--- src/rtl/anchor_box_landmark_decoder_top_defines.svh ---
// ----------------------------------------------------------------------------
// Anchor box decoder assertion macros
// Concurrent assertion helpers clocked on clk, disabled while rst_n is low.
// ----------------------------------------------------------------------------
`ifndef ANCHOR_BOX_LANDMARK_DECODER_TOP_DEFINES_SVH
`define ANCHOR_BOX_LANDMARK_DECODER_TOP_DEFINES_SVH
`ifndef SYNTH
`define ABLD_ASSERT_IMP(lbl, ante, cons) \
    lbl: assert property (@(posedge clk) disable iff (!rst_n) (ante) |-> (cons)) \
        else $error("assertion failed");
`define ABLD_ASSERT_NEXT(lbl, ante, cons) \
    lbl: assert property (@(posedge clk) disable iff (!rst_n) (ante) |=> (cons)) \
        else $error("assertion failed");
`else
`define ABLD_ASSERT_IMP(lbl, ante, cons)
`define ABLD_ASSERT_NEXT(lbl, ante, cons)
`endif
`endif

--- src/rtl/abld_pkg.sv ---
// ----------------------------------------------------------------------------
// Anchor box decoder package
// Shared codes, register reset values, item types and exp tables.
// ----------------------------------------------------------------------------
package abld_pkg;

    localparam int MAX_GRID_DEF = 256;
    localparam int EDGE_W = 22;
    localparam int CALC_W = 44;

    localparam logic [1:0] ACT_CELL    = 2'd0;
    localparam logic [1:0] ACT_POINT   = 2'd1;
    localparam logic [1:0] ACT_RESTART = 2'd2;

    localparam logic KIND_BOX   = 1'b0;
    localparam logic KIND_POINT = 1'b1;

    localparam logic [2:0] REG_THRESHOLD   = 3'd0;
    localparam logic [2:0] REG_STRIDE      = 3'd1;
    localparam logic [2:0] REG_GRID_W      = 3'd2;
    localparam logic [2:0] REG_ANCHOR_LEFT = 3'd3;
    localparam logic [2:0] REG_ANCHOR_TOP  = 3'd4;
    localparam logic [2:0] REG_ANCHOR_W    = 3'd5;
    localparam logic [2:0] REG_ANCHOR_H    = 3'd6;

    localparam logic [15:0] RST_THRESHOLD = 16'd45875;
    localparam logic [7:0]  RST_STRIDE    = 8'd32;
    localparam logic [8:0]  RST_GRID_W    = 9'd20;
    localparam logic [16:0] RST_ANCHOR_XY = 17'h1F080;
    localparam logic [15:0] RST_ANCHOR_WH = 16'd8192;

    typedef struct packed {
        logic [15:0] threshold;
        logic [7:0]  stride;
        logic [8:0]  grid_w;
        logic [16:0] anchor_left;
        logic [16:0] anchor_top;
        logic [15:0] anc_width;
        logic [15:0] anc_height;
    } cfg_t;

    typedef struct packed {
        logic                     kind;
        logic [15:0]              score;
        logic signed [15:0]       d_x;
        logic signed [15:0]       d_y;
        logic signed [15:0]       d_w;
        logic signed [15:0]       d_h;
        logic [2:0]               pidx;
        logic signed [EDGE_W-1:0] edge_x;
        logic signed [EDGE_W-1:0] edge_y;
        logic [7:0]               col;
        logic [7:0]               row;
    } q_entry_t;

    localparam logic [35:0] EXP_INT [16] = '{
        36'd5628, 36'd15299, 36'd41587, 36'd113044, 36'd307285, 36'd835288,
        36'd2270549, 36'd6171993, 36'd16777216, 36'd45605201, 36'd123967790,
        36'd336979392, 36'd916004956, 36'd2489959627, 36'd6768412009,
        36'd18398451372
    };
    localparam logic [17:0] EXP_FRAC [16] = '{
        18'd65536, 18'd69763, 18'd74262, 18'd79052, 18'd84150, 18'd89577,
        18'd95354, 18'd101504, 18'd108051, 18'd114619, 18'd122437, 18'd130334,
        18'd138740, 18'd147688, 18'd157213, 18'd167352
    };

    typedef logic [35:0] coarse_tab_t [256];
    typedef logic [16:0] poly_tab_t [256];

    function automatic coarse_tab_t build_coarse();
        coarse_tab_t t;
        logic [63:0] p;
        for (int i = 0; i < 256; i++)
        begin
            p = 64'(EXP_INT[i / 16]) * 64'(EXP_FRAC[i % 16]) + 64'd32768;
            t[i] = p[51:16];
        end
        return t;
    endfunction

    function automatic poly_tab_t build_poly();
        poly_tab_t t;
        logic [63:0] rq;
        logic [63:0] p;
        for (int i = 0; i < 256; i++)
        begin
            rq = 64'(i) * 64'd16;
            p = 64'd65536 + rq + ((rq * rq + 64'd65536) >> 17);
            t[i] = p[16:0];
        end
        return t;
    endfunction

    localparam coarse_tab_t EXP_COARSE = build_coarse();
    localparam poly_tab_t   EXP_POLY   = build_poly();

    function automatic logic signed [16:0] sat17(input logic signed [CALC_W-1:0] v);
        logic signed [16:0] r;
        if (v > 44'sd65535)
            r = 17'sd65535;
        else if (v < -44'sd65536)
            r = -17'sd65536;
        else
            r = v[16:0];
        return r;
    endfunction

endpackage

--- src/rtl/abld_queue.sv ---
// ----------------------------------------------------------------------------
// Anchor box decoder item queue
// Two-entry FIFO between the front end and the arithmetic back end.
// ----------------------------------------------------------------------------
module abld_queue (
    input  logic               clk,
    input  logic               rst_n,
    input  logic               push,
    input  abld_pkg::q_entry_t push_data,
    output logic               full,
    input  logic               pop,
    output logic               valid,
    output abld_pkg::q_entry_t head
);

    abld_pkg::q_entry_t mem_reg [2];
    logic               wr_reg;
    logic               rd_reg;
    logic [1:0]         count_reg;

    assign full  = count_reg == 2'd2;
    assign valid = count_reg != 2'd0;
    assign head  = mem_reg[rd_reg];

    always_ff @(posedge clk)
    begin
        if (push)
            mem_reg[wr_reg] <= push_data;
    end

    always_ff @(posedge clk or negedge rst_n)
    begin
        if (!rst_n)
        begin
            wr_reg    <= 1'b0;
            rd_reg    <= 1'b0;
            count_reg <= 2'd0;
        end
        else
        begin
            if (push)
                wr_reg <= !wr_reg;
            if (pop)
                rd_reg <= !rd_reg;
            count_reg <= count_reg + 2'(push) - 2'(pop);
        end
    end

endmodule

--- config.mk ---
export PLATFORM = sky130hd
export DESIGN_NAME = abld_queue
export DESIGN_NICKNAME = d
export VERILOG_FILES = /design/src/rtl/anchor_box_landmark_decoder_top_defines.svh /design/src/rtl/abld_pkg.sv /design/src/rtl/abld_queue.sv
export SDC_FILE = /design/constraint.sdc
export NUM_CORES = 1
export LEC_CHECK = 0
export ABC_AREA = 1
export ABC_CLOCK_PERIOD_IN_PS = 12400
export BUFFER_PORTS_ARGS = -buffer_cell sky130_fd_sc_hd__buf_2
export CORE_MARGIN = 2
export CORE_UTILIZATION = 47
export CTS_CLUSTER_SIZE = 20
export DETAILED_ROUTE_END_ITERATION = 6
export PLACE_DENSITY = 0.83
export SYNTH_ARGS = -nofsm -noshare
export SYNTH_HDL_FRONTEND = slang
export SYNTH_SLANG_ARGS = --single-unit
--- constraint.sdc ---
create_clock -name clk -period 12.4 [get_ports clk]
set_input_delay 2.48 -clock clk [delete_from_list [all_inputs] [get_ports clk]]
set_output_delay 2.48 -clock clk [all_outputs]
set_load 0.05 [all_outputs]
==> impl_metrics.csv <==
group,metric,value,unit
clock_network,ctsResizeCount,0,
timing,whs,548,ps
route,wl_per_cell,15.8,um
final_layout,area_growth,23.9,%
timing,period_needed,5630,ps
global_routing,grt_antenna_before_repair,7,
timing,rsz0062_at_grt,"false",
synth,ys.flop_type,"edfxtp_1",
timing,drv_slew,0,
route,final_antenna_net_count,0,
clock_network,cts_sinks,292,
synth,syn_inst,777,
floorplanning,fp.dieH,157,um
synth,syn_area_per_cell,14.2,sq um
timing,tns,0,ps
worst_setup_path,cp_cell_sequence,"buf_4, nand2_1, o21ai_0, buf_2",
placed_design,dpl.hpwl,14500,um
clock_network,cts_buffers,30,
floorplanning,placementRows,56,
placed_design,portBuffers,293,
final_layout,layout.nets,1225,
clock_network,clk_pin_slew,60,ps
clock_network,cts_setup_buffers,0,
synth,synth_top_cell_area_share,78.4,%
synth,synth-edff-count,288,
floorplanning,dieArea,24700,sq um
route,first_pass_iters,4,
power_and_ir_drop,power_leakage,5.83,nW
timing,slew_headroom,27.2,%
clock_network,cts_tree,"done",
timing,fmax,0.178,GHz
synth,synth_warnings,0,
global_routing,grt_max_degree,115,
worst_setup_path,crit_fanout,114,
global_routing,grt_pass1_wl,32900,um
worst_setup_path,slowest_delay,970,ps
clock_network,htree_levels,1,
outcome,status,"complete, no violations",
min_path,hp-class,"reg2reg",
floorplanning,ios,294,
worst_setup_path,cp-end-kind,"output port",
timing,skew,13.1,ps
global_routing,grt_pass1_vias,6629,
synth,syn_nets,927,
placed_design,dp_slack,7330,ps
final_layout,fillers,1817,
timing,finalHoldViolCount,0,
power_and_ir_drop,peakVddDrop,203,uV
global_routing,grt_usage,17.3,%
clock_network,ctsRootBufferMaster,"clkbuf_16",
route,avgViaCountPerCell,4.73,
worst_setup_path,worst_ep_required_time,9920,ps
route,vias,6728,
power_and_ir_drop,p_per_area,286,nW/um^2
route,drc_errors,0,
placed_design,gp_congestion,0.757,
final_layout,drive_gt1_share,33.4,%
clock_network,holdBufCountCts,0,
timing,setup_viol,0,
timing,layout_setup_ws,6770,ps
worst_setup_path,crit_slowest_cell,"dfrtp_4",
worst_setup_path,crit_type,"reg2out",
worst_setup_path,arrival,3150,ps
route,drtIter0Drc,464,
clock_network,clockBufferDepth,3,
floorplanning,start_util,47.4,%
global_routing,grt_overflow_total,0,
synth,async_reset_ff_share,1.37,%
synth,syn_area,11000,sq um
synth,synth_cell_types,14,
synth,ys_seq_area_share,79.3,%
timing,finalCritPeriodShare,45.4,%
flow_run,maxCapViolCount,0,
timing,worstMarginPinSlew,1090,ps
clock_network,clk_latency,540,ps
route,drt_wl_total,22400,um
synth,synth_largest_area_cell,"edfxtp_1",
floorplanning,coreArea,23300,sq um
final_layout,largest_reg_flops,288,
synth,yosysMostFrequentCell,"edfxtp_1",
synth,ys_ff_latch,292,
synth,netlist_top_cells_count,"edfxtp_1 (288), inv_1 (151), nand2_1 (151)",
floorplanning,chipWidth,157,um
worst_setup_path,startpoint_type,"flop",
synth,netlist_top_cells_area,"edfxtp_1 (78%), inv_1 (5.1%), nand2_1 (5.1%)",
-- kinds of logic after synthesis --
logic type	share of synthesized area [%]
XOR/XNOR	0.159
flip-flops	79.3
buffers and inverters	7.89
adder cells (fa/ha/maj)	0.227
AND/OR/NAND/NOR	5.25
AO/OA/AOI/OAI	7.21
-- per-stage QoR --
stage	utilization (%)	area (sq um)	std cells	total power [mW]
2_1_floorplan	-	11000	777	2.75
3_3_place_gp	54.4	12700	1362	3.01
3_5_place_dp	54.4	12700	1362	3.04
4_1_cts	58.7	13700	1417	3.95
5_1_grt	58.8	13700	1421	4.09
6_report	58.8	13700	1422	3.92
-- power by group --
group	internal, mW	switching (mW)
registers	1.31	0.0847
clock network	0.541	0.362
logic	0.298	1.32
total	2.15	1.77
-- cell type report --
type	count	area, sq um	share of cell area, %
Antenna cell	5	12.5	0.0915
Multi-Input combinational cell	302	1430	10.4
Clock inverter	20	223	1.63
Sequential cell	292	8750	64.0
Clock buffer	35	791	5.78
Tap cell	319	399	2.92
Timing Repair Buffer	298	1500	11.0
Inverter	151	572	4.18
-- critical path: cells and delay by family (launching register included) --
family | cells | cell delay [ps]
and+or+nand+nor | 1 | 100
buffers and inverters | 2 | 1280
DFF | 1 | 970
AOI/OAI and AO/OA | 1 | 160
-- per-layer routing --
layer | vias up | global-route usage [%] | wire [um]
met5 | - | 0 | 0
met4 | 0 | 6.71 | 625
met3 | 44 | 5.26 | 1900
met2 | 249 | 31.4 | 11800
met1 | 3194 | 18.8 | 8100
li1 | 3241 | - | -
-- worst paths after layout --
path | start | endpoint | slack, ps | depth (start not counted)
max in group asynchronous | rst_n | rd_reg | 10510 | 1
hold / removal | wr_reg | wr_reg | 550 | 1
min in group asynchronous | rst_n | count_reg[0] | 1740 | 1
hold reg to reg | wr_reg | wr_reg | 550 | 1
setup / recovery | rd_reg | head[143] | 6770 | 4
setup reg to reg | wr_reg | mem_reg[1][47] | 9950 | 3
-- cell usage in the layout, fill, tap and decap left out, drive strengths merged --
cell type,netlist,routed
buf,25,298
bufinv,0,4
clkbuf,7,35
clkinv,0,12
clkinvlp,0,4
dfrtp,4,4
diode,0,5
edfxtp,288,288
ha,2,2
inv,151,151
nand2,151,151
nand3,1,1
nor2,2,2
o21ai,144,144
xor2,2,2
(Power assumes the default switching activity.)
