[config.mk]
export PLATFORM = sky130hd
export DESIGN_NAME = abld_front
export DESIGN_NICKNAME = d
export VERILOG_FILES = /design/src/rtl/anchor_box_landmark_decoder_top_defines.svh /design/src/rtl/abld_pkg.sv /design/src/rtl/abld_front.sv
export SDC_FILE = /design/constraint.sdc
export NUM_CORES = 1
export LEC_CHECK = 0
export ABC_AREA = 1
export CORE_AREA = 2 2 145 147
export CTS_CLUSTER_DIAMETER = 150
export CTS_CLUSTER_SIZE = 30
export DETAILED_ROUTE_END_ITERATION = 10
export DIE_AREA = 0 0 147 149
export DONT_BUFFER_PORTS = 1
export PLACE_DENSITY = 0.61
export SYNTH_ARGS = -nofsm -noshare
export SYNTH_HDL_FRONTEND = slang
export SYNTH_SLANG_ARGS = --single-unit
[constraint.sdc]
create_clock -name clk -period 13.97 [get_ports clk]
set_clock_uncertainty 0.15 [all_clocks]
set_input_delay 4.191 -clock clk [delete_from_list [all_inputs] [get_ports clk]]
set_output_delay 4.191 -clock clk [all_outputs]
set_load 0.01 [all_outputs]
[src/rtl/anchor_box_landmark_decoder_top_defines.svh]
// ----------------------------------------------------------------------------
// Anchor box decoder assertion macros
// Concurrent assertion helpers clocked on clk, disabled while rst_n is low.
// ----------------------------------------------------------------------------
`ifndef ANCHOR_BOX_LANDMARK_DECODER_TOP_DEFINES_SVH
`define ANCHOR_BOX_LANDMARK_DECODER_TOP_DEFINES_SVH
`ifndef SYNTH
`define ABLD_ASSERT_IMP(lbl, ante, cons) \
    lbl: assert property (@(posedge clk) disable iff (!rst_n) (ante) |-> (cons)) \
        else $error("assertion failed");
`define ABLD_ASSERT_NEXT(lbl, ante, cons) \
    lbl: assert property (@(posedge clk) disable iff (!rst_n) (ante) |=> (cons)) \
        else $error("assertion failed");
`else
`define ABLD_ASSERT_IMP(lbl, ante, cons)
`define ABLD_ASSERT_NEXT(lbl, ante, cons)
`endif
`endif

[src/rtl/abld_pkg.sv]
// ----------------------------------------------------------------------------
// Anchor box decoder package
// Shared codes, register reset values, item types and exp tables.
// ----------------------------------------------------------------------------
package abld_pkg;

    localparam int MAX_GRID_DEF = 256;
    localparam int EDGE_W = 22;
    localparam int CALC_W = 44;

    localparam logic [1:0] ACT_CELL    = 2'd0;
    localparam logic [1:0] ACT_POINT   = 2'd1;
    localparam logic [1:0] ACT_RESTART = 2'd2;

    localparam logic KIND_BOX   = 1'b0;
    localparam logic KIND_POINT = 1'b1;

    localparam logic [2:0] REG_THRESHOLD   = 3'd0;
    localparam logic [2:0] REG_STRIDE      = 3'd1;
    localparam logic [2:0] REG_GRID_W      = 3'd2;
    localparam logic [2:0] REG_ANCHOR_LEFT = 3'd3;
    localparam logic [2:0] REG_ANCHOR_TOP  = 3'd4;
    localparam logic [2:0] REG_ANCHOR_W    = 3'd5;
    localparam logic [2:0] REG_ANCHOR_H    = 3'd6;

    localparam logic [15:0] RST_THRESHOLD = 16'd45875;
    localparam logic [7:0]  RST_STRIDE    = 8'd32;
    localparam logic [8:0]  RST_GRID_W    = 9'd20;
    localparam logic [16:0] RST_ANCHOR_XY = 17'h1F080;
    localparam logic [15:0] RST_ANCHOR_WH = 16'd8192;

    typedef struct packed {
        logic [15:0] threshold;
        logic [7:0]  stride;
        logic [8:0]  grid_w;
        logic [16:0] anchor_left;
        logic [16:0] anchor_top;
        logic [15:0] anc_width;
        logic [15:0] anc_height;
    } cfg_t;

    typedef struct packed {
        logic                     kind;
        logic [15:0]              score;
        logic signed [15:0]       d_x;
        logic signed [15:0]       d_y;
        logic signed [15:0]       d_w;
        logic signed [15:0]       d_h;
        logic [2:0]               pidx;
        logic signed [EDGE_W-1:0] edge_x;
        logic signed [EDGE_W-1:0] edge_y;
        logic [7:0]               col;
        logic [7:0]               row;
    } q_entry_t;

    localparam logic [35:0] EXP_INT [16] = '{
        36'd5628, 36'd15299, 36'd41587, 36'd113044, 36'd307285, 36'd835288,
        36'd2270549, 36'd6171993, 36'd16777216, 36'd45605201, 36'd123967790,
        36'd336979392, 36'd916004956, 36'd2489959627, 36'd6768412009,
        36'd18398451372
    };
    localparam logic [17:0] EXP_FRAC [16] = '{
        18'd65536, 18'd69763, 18'd74262, 18'd79052, 18'd84150, 18'd89577,
        18'd95354, 18'd101504, 18'd108051, 18'd114619, 18'd122437, 18'd130334,
        18'd138740, 18'd147688, 18'd157213, 18'd167352
    };

    typedef logic [35:0] coarse_tab_t [256];
    typedef logic [16:0] poly_tab_t [256];

    function automatic coarse_tab_t build_coarse();
        coarse_tab_t t;
        logic [63:0] p;
        for (int i = 0; i < 256; i++)
        begin
            p = 64'(EXP_INT[i / 16]) * 64'(EXP_FRAC[i % 16]) + 64'd32768;
            t[i] = p[51:16];
        end
        return t;
    endfunction

    function automatic poly_tab_t build_poly();
        poly_tab_t t;
        logic [63:0] rq;
        logic [63:0] p;
        for (int i = 0; i < 256; i++)
        begin
            rq = 64'(i) * 64'd16;
            p = 64'd65536 + rq + ((rq * rq + 64'd65536) >> 17);
            t[i] = p[16:0];
        end
        return t;
    endfunction

    localparam coarse_tab_t EXP_COARSE = build_coarse();
    localparam poly_tab_t   EXP_POLY   = build_poly();

    function automatic logic signed [16:0] sat17(input logic signed [CALC_W-1:0] v);
        logic signed [16:0] r;
        if (v > 44'sd65535)
            r = 17'sd65535;
        else if (v < -44'sd65536)
            r = -17'sd65536;
        else
            r = v[16:0];
        return r;
    endfunction

endpackage

[src/rtl/abld_front.sv]
// ----------------------------------------------------------------------------
// Anchor box decoder front end
// Accepts items, tracks the grid position, applies the score threshold and
// queues the items that give a result.
// ----------------------------------------------------------------------------
module abld_front #(
    parameter int MAX_GRID = abld_pkg::MAX_GRID_DEF
) (
    input  logic               clk,
    input  logic               rst_n,
    input  abld_pkg::cfg_t     cfg,
    input  logic               s_tvalid,
    output logic               s_tready,
    // score, box_dx, box_dy, box_dw, box_dh, point_index, point_dx, point_dy
    input  logic [119:0]       s_tdata,
    // action
    input  logic [1:0]         s_tuser,
    output logic               q_push,
    output abld_pkg::q_entry_t q_data,
    input  logic               q_full
);

    localparam int CAP = (MAX_GRID < 256) ? MAX_GRID : 256;
    localparam logic [8:0] CAP_W = 9'(CAP);

    logic [7:0] col_reg;
    logic [7:0] row_reg;
    logic       passed_reg;

    logic        accept;
    logic        pass;
    logic [8:0]  eff_w;
    logic        wrap;
    logic [15:0] mx;
    logic [15:0] my;
    logic [7:0]  prev_col;
    logic [7:0]  prev_row;

    assign s_tready = !q_full;
    assign accept   = s_tvalid && s_tready;
    assign pass     = s_tdata[15:0] >= cfg.threshold;

    always_comb
    begin
        if (cfg.grid_w == 9'd0)
            eff_w = 9'd1;
        else if (cfg.grid_w > CAP_W)
            eff_w = CAP_W;
        else
            eff_w = cfg.grid_w;
    end

    assign wrap     = ({1'b0, col_reg} + 9'd1) >= eff_w;
    assign mx       = {8'd0, col_reg} * {8'd0, cfg.stride};
    assign my       = {8'd0, row_reg} * {8'd0, cfg.stride};
    assign prev_col = (col_reg == 8'd0) ? 8'(eff_w - 9'd1) : col_reg - 8'd1;
    assign prev_row = (col_reg == 8'd0) ? row_reg - 8'd1 : row_reg;

    always_comb
    begin
        q_data.kind   = (s_tuser == abld_pkg::ACT_POINT) ? abld_pkg::KIND_POINT
                                                         : abld_pkg::KIND_BOX;
        q_data.score  = s_tdata[15:0];
        q_data.d_x    = (s_tuser == abld_pkg::ACT_POINT) ? s_tdata[98:83] : s_tdata[31:16];
        q_data.d_y    = (s_tuser == abld_pkg::ACT_POINT) ? s_tdata[114:99] : s_tdata[47:32];
        q_data.d_w    = s_tdata[63:48];
        q_data.d_h    = s_tdata[79:64];
        q_data.pidx   = s_tdata[82:80];
        q_data.edge_x = abld_pkg::EDGE_W'(signed'(cfg.anchor_left))
                        + signed'({2'b00, mx, 4'b0000});
        q_data.edge_y = abld_pkg::EDGE_W'(signed'(cfg.anchor_top))
                        + signed'({2'b00, my, 4'b0000});
        q_data.col    = (s_tuser == abld_pkg::ACT_POINT) ? prev_col : col_reg;
        q_data.row    = (s_tuser == abld_pkg::ACT_POINT) ? prev_row : row_reg;
    end

    assign q_push = accept && (((s_tuser == abld_pkg::ACT_CELL) && pass)
                               || ((s_tuser == abld_pkg::ACT_POINT) && passed_reg));

    always_ff @(posedge clk or negedge rst_n)
    begin
        if (!rst_n)
        begin
            col_reg    <= 8'd0;
            row_reg    <= 8'd0;
            passed_reg <= 1'b0;
        end
        else if (accept)
        begin
            priority if (s_tuser == abld_pkg::ACT_RESTART)
            begin
                col_reg    <= 8'd0;
                row_reg    <= 8'd0;
                passed_reg <= 1'b0;
            end
            else if (s_tuser == abld_pkg::ACT_CELL)
            begin
                passed_reg <= pass;
                if (wrap)
                begin
                    col_reg <= 8'd0;
                    row_reg <= row_reg + 8'd1;
                end
                else
                begin
                    col_reg <= col_reg + 8'd1;
                end
            end
            else
            begin
                passed_reg <= passed_reg;
            end
        end
    end

endmodule

==> metrics.txt <==
outcome completed; area leader, netlist ha_1; Routed Antenna Nets 0; Post-synth top flop dfrtp_1; DRC Markers 0; met3 WL post-DR 1390 um; post-synth top area share between 10% and 20%; DRT Wirelength ~24000 um; Syn. warnings 0; DP Worst Slack roughly 0.3 ns; Combinational Power Share between 80 and 90%; worst hold slack 0.396 ns; Critical Path Sink Type output pin; sequential power share about 7.5%; FMAX 0.0737 GHz; number of core rows 53; Syn Std Cell Area 9200 um^2; Post-synth top cells nand2_1 (409), inv_1 (308), ha_1 (136); clk sink count 17; Max Slew Vio Count 0; WP data arrival 9.23 ns; CTS tree built; peak supply drop ~0.11 mV; final setup margin between 0.3 and 0.4 ns; Leak 5.95 nW; CP Launch Type primary input; most common cell in the netlist nand2_1; uppermost layer routed met4; max cap viols 0; port bufs 0; wire length on met2 11200 um; CP Max Fanout 16; Crit path required time approximately 9.6 ns; final count of hold timing violations 0; Slew @ Worst Pin between 0.7 and 0.8 ns; unrepaired setup endpoints after global routing false; Die Area ~22000 um^2; Congestion Overflow GR 0; area growth from synthesis to layout -1.71%; clock tree buffer depth 2; Final Wtd Congestion just under 0.9; Switching Share between 60% and 70%; Avg Cell Area, Syn around 6.4 um^2; crit path time final about 14 ns; dpl hpwl 20500 um; Syn Inst Count between 1000 and 1500; Final setup viols 0; met1 wire length a little over 10000 um; largest net degree at the start of global routing 43; Cell Pwr Density 165 nW/um^2; H-tree depth 1; Pint about 560 uW; CP Class primary input to output pin; Reg clk slew, reported paths around 0.050 ns; share of layout cells above drive strength 1 under 10%; Final period util about 100%; antenna violations before repair 2; Synth cell types 39; Seq/Total Area, Yosys ~4.6%; Die Height roughly 150 um; initial core utilization between 40% and 50%; setup TNS 0 ns; Tot GR Track Use between 20% and 30%; post-CTS setup repair buffer count 0; EDFF count, synth 0; Initial DRC Count 321; fin cells roughly 1600; Num CTS Buffers 3; Slew Limit Headroom a little over half; Switching Power 936 uW; 1st-pass router iterations 7; worst skew pair latency roughly 0.25 ns; Final nets 1773; die width roughly 150 um; top cells by area, synth ha_1 (18%), nand2_1 (17%), fa_1 (16%); syn nets about 1900; io pins ~370; Clk pwr share 3.8%; placed cells approximately 1600; CTS root buffer clkbuf_16; routed len/inst 14.7 um; Hold WC Path Type register to register; vias in the first global route between 7000 and 8000; Async S/R FF share, synth 100%; vias around 8000; post-synthesis register bit count 17; core area between 20000 and 25000 um^2; post-DR vias/cell between 5 and 6; first-pass GRT wire length roughly 38000 um
[routing by layer]
layer,vias to the layer above,GRT usage (%)
met5,-,0
met4,0,5.91
met3,22,3.88
met2,227,37.2
met1,3768,27.4
li1,4114,-
[layout by cell type (no fill, tap or decap), types with 3 or more instances in the layout]
cell type,n
xor2_1,51
inv_1,308
nand2_4,4
nor2_1,63
nand2_1,409
nand4_1,13
ha_1,136
fa_1,74
clkbuf_16,3
a21oi_1,66
o21ai_0,37
nor3_1,7
o21ai_1,4
a31oi_1,5
nor2_2,3
a21o_1,7
inv_2,9
xnor2_1,12
dfrtp_1,17
nand2_2,4
nand3_1,68
a211oi_1,4
nor2_4,6
o21bai_1,6
[critical path, stage by stage]
cell	delay, ns
nand2_1	0.06
fa_1	0.54
fa_1	0.54
inv_1	0.05
fa_1	0.53
inv_1	0.06
fa_1	0.53
inv_1	0.04
ha_1	0.36
a21oi_1	0.20
o21ai_0	0.14
a21oi_1	0.23
nor2_1	0.07
nor2_1	0.11
xor2_1	0.15
inv_1	0.05
ha_1	0.35
nand2_1	0.14
nor4_2	0.34
nand3_1	0.13
nand3_1	0.14
xor2_1	0.26
[per-stage QoR]
stage	total power [mW]	utilization [%]	area [um^2]
2_1_floorplan	1.21	-	9200
3_3_place_gp	1.43	43.5	8950
3_5_place_dp	1.44	43.5	8950
4_1_cts	1.50	43.9	9030
5_1_grt	1.69	44.0	9040
6_report	1.49	44.0	9040
[path summary, 6_finish.rpt]
path | start | end | slack [ns] | cells after the start
worst min-delay path | passed_reg | passed_reg | 0.40 | 2
worst max-delay path | cfg[82] | q_data[59] | 0.40 | 22
worst max register to register | col_reg[1] | row_reg[2] | 10.60 | 17
max in group asynchronous | rst_n | col_reg[6] | 10.11 | 0
min in group asynchronous | rst_n | row_reg[3] | 3.48 | 0
worst min register to register | passed_reg | passed_reg | 0.40 | 2
[layout make-up]
type	instances	area [um^2]
clock inverter	1	5.00
timing repair buffer	2	15.0
sequential	17	425
tap	275	344
antenna	2	5.00
fill	2257	11500
multi-input combinational	996	6980
inverter	318	1200
clock buffer	3	75.1
[power by group through the flow]
stage	registers [mW]	clock network [mW]	logic, mW
2_1_floorplan	0.0705	0	1.14
3_3_place_gp	0.113	0	1.32
3_5_place_dp	0.114	0	1.33
4_1_cts	0.113	0.0571	1.33
5_1_grt	0.117	0.0598	1.52
6_report	0.113	0.0571	1.32
[repair_timing]
item	4_1_cts	5_1_grt
endpoints found under the setup margin	0	1
hold buffers	0	0
resized for setup	0	1
[cell families (layout without fill, tap and decap cells)]
kind of cell             after synthesis  count (layout)  share of synthesized area (%)
AO/OA/AOI/OAI                        136             136                           8.13
XOR/XNOR                              63              63                           6.00
adder cells (fa/ha/maj)              210             210                           34.6
buffers and inverters                419             324                           19.7
flip-flops                            17              17                           4.62
other                                  0               2                              0
AND/OR/NAND/NOR                      587             587                           27.0
Power figures use the tool's default switching activity.
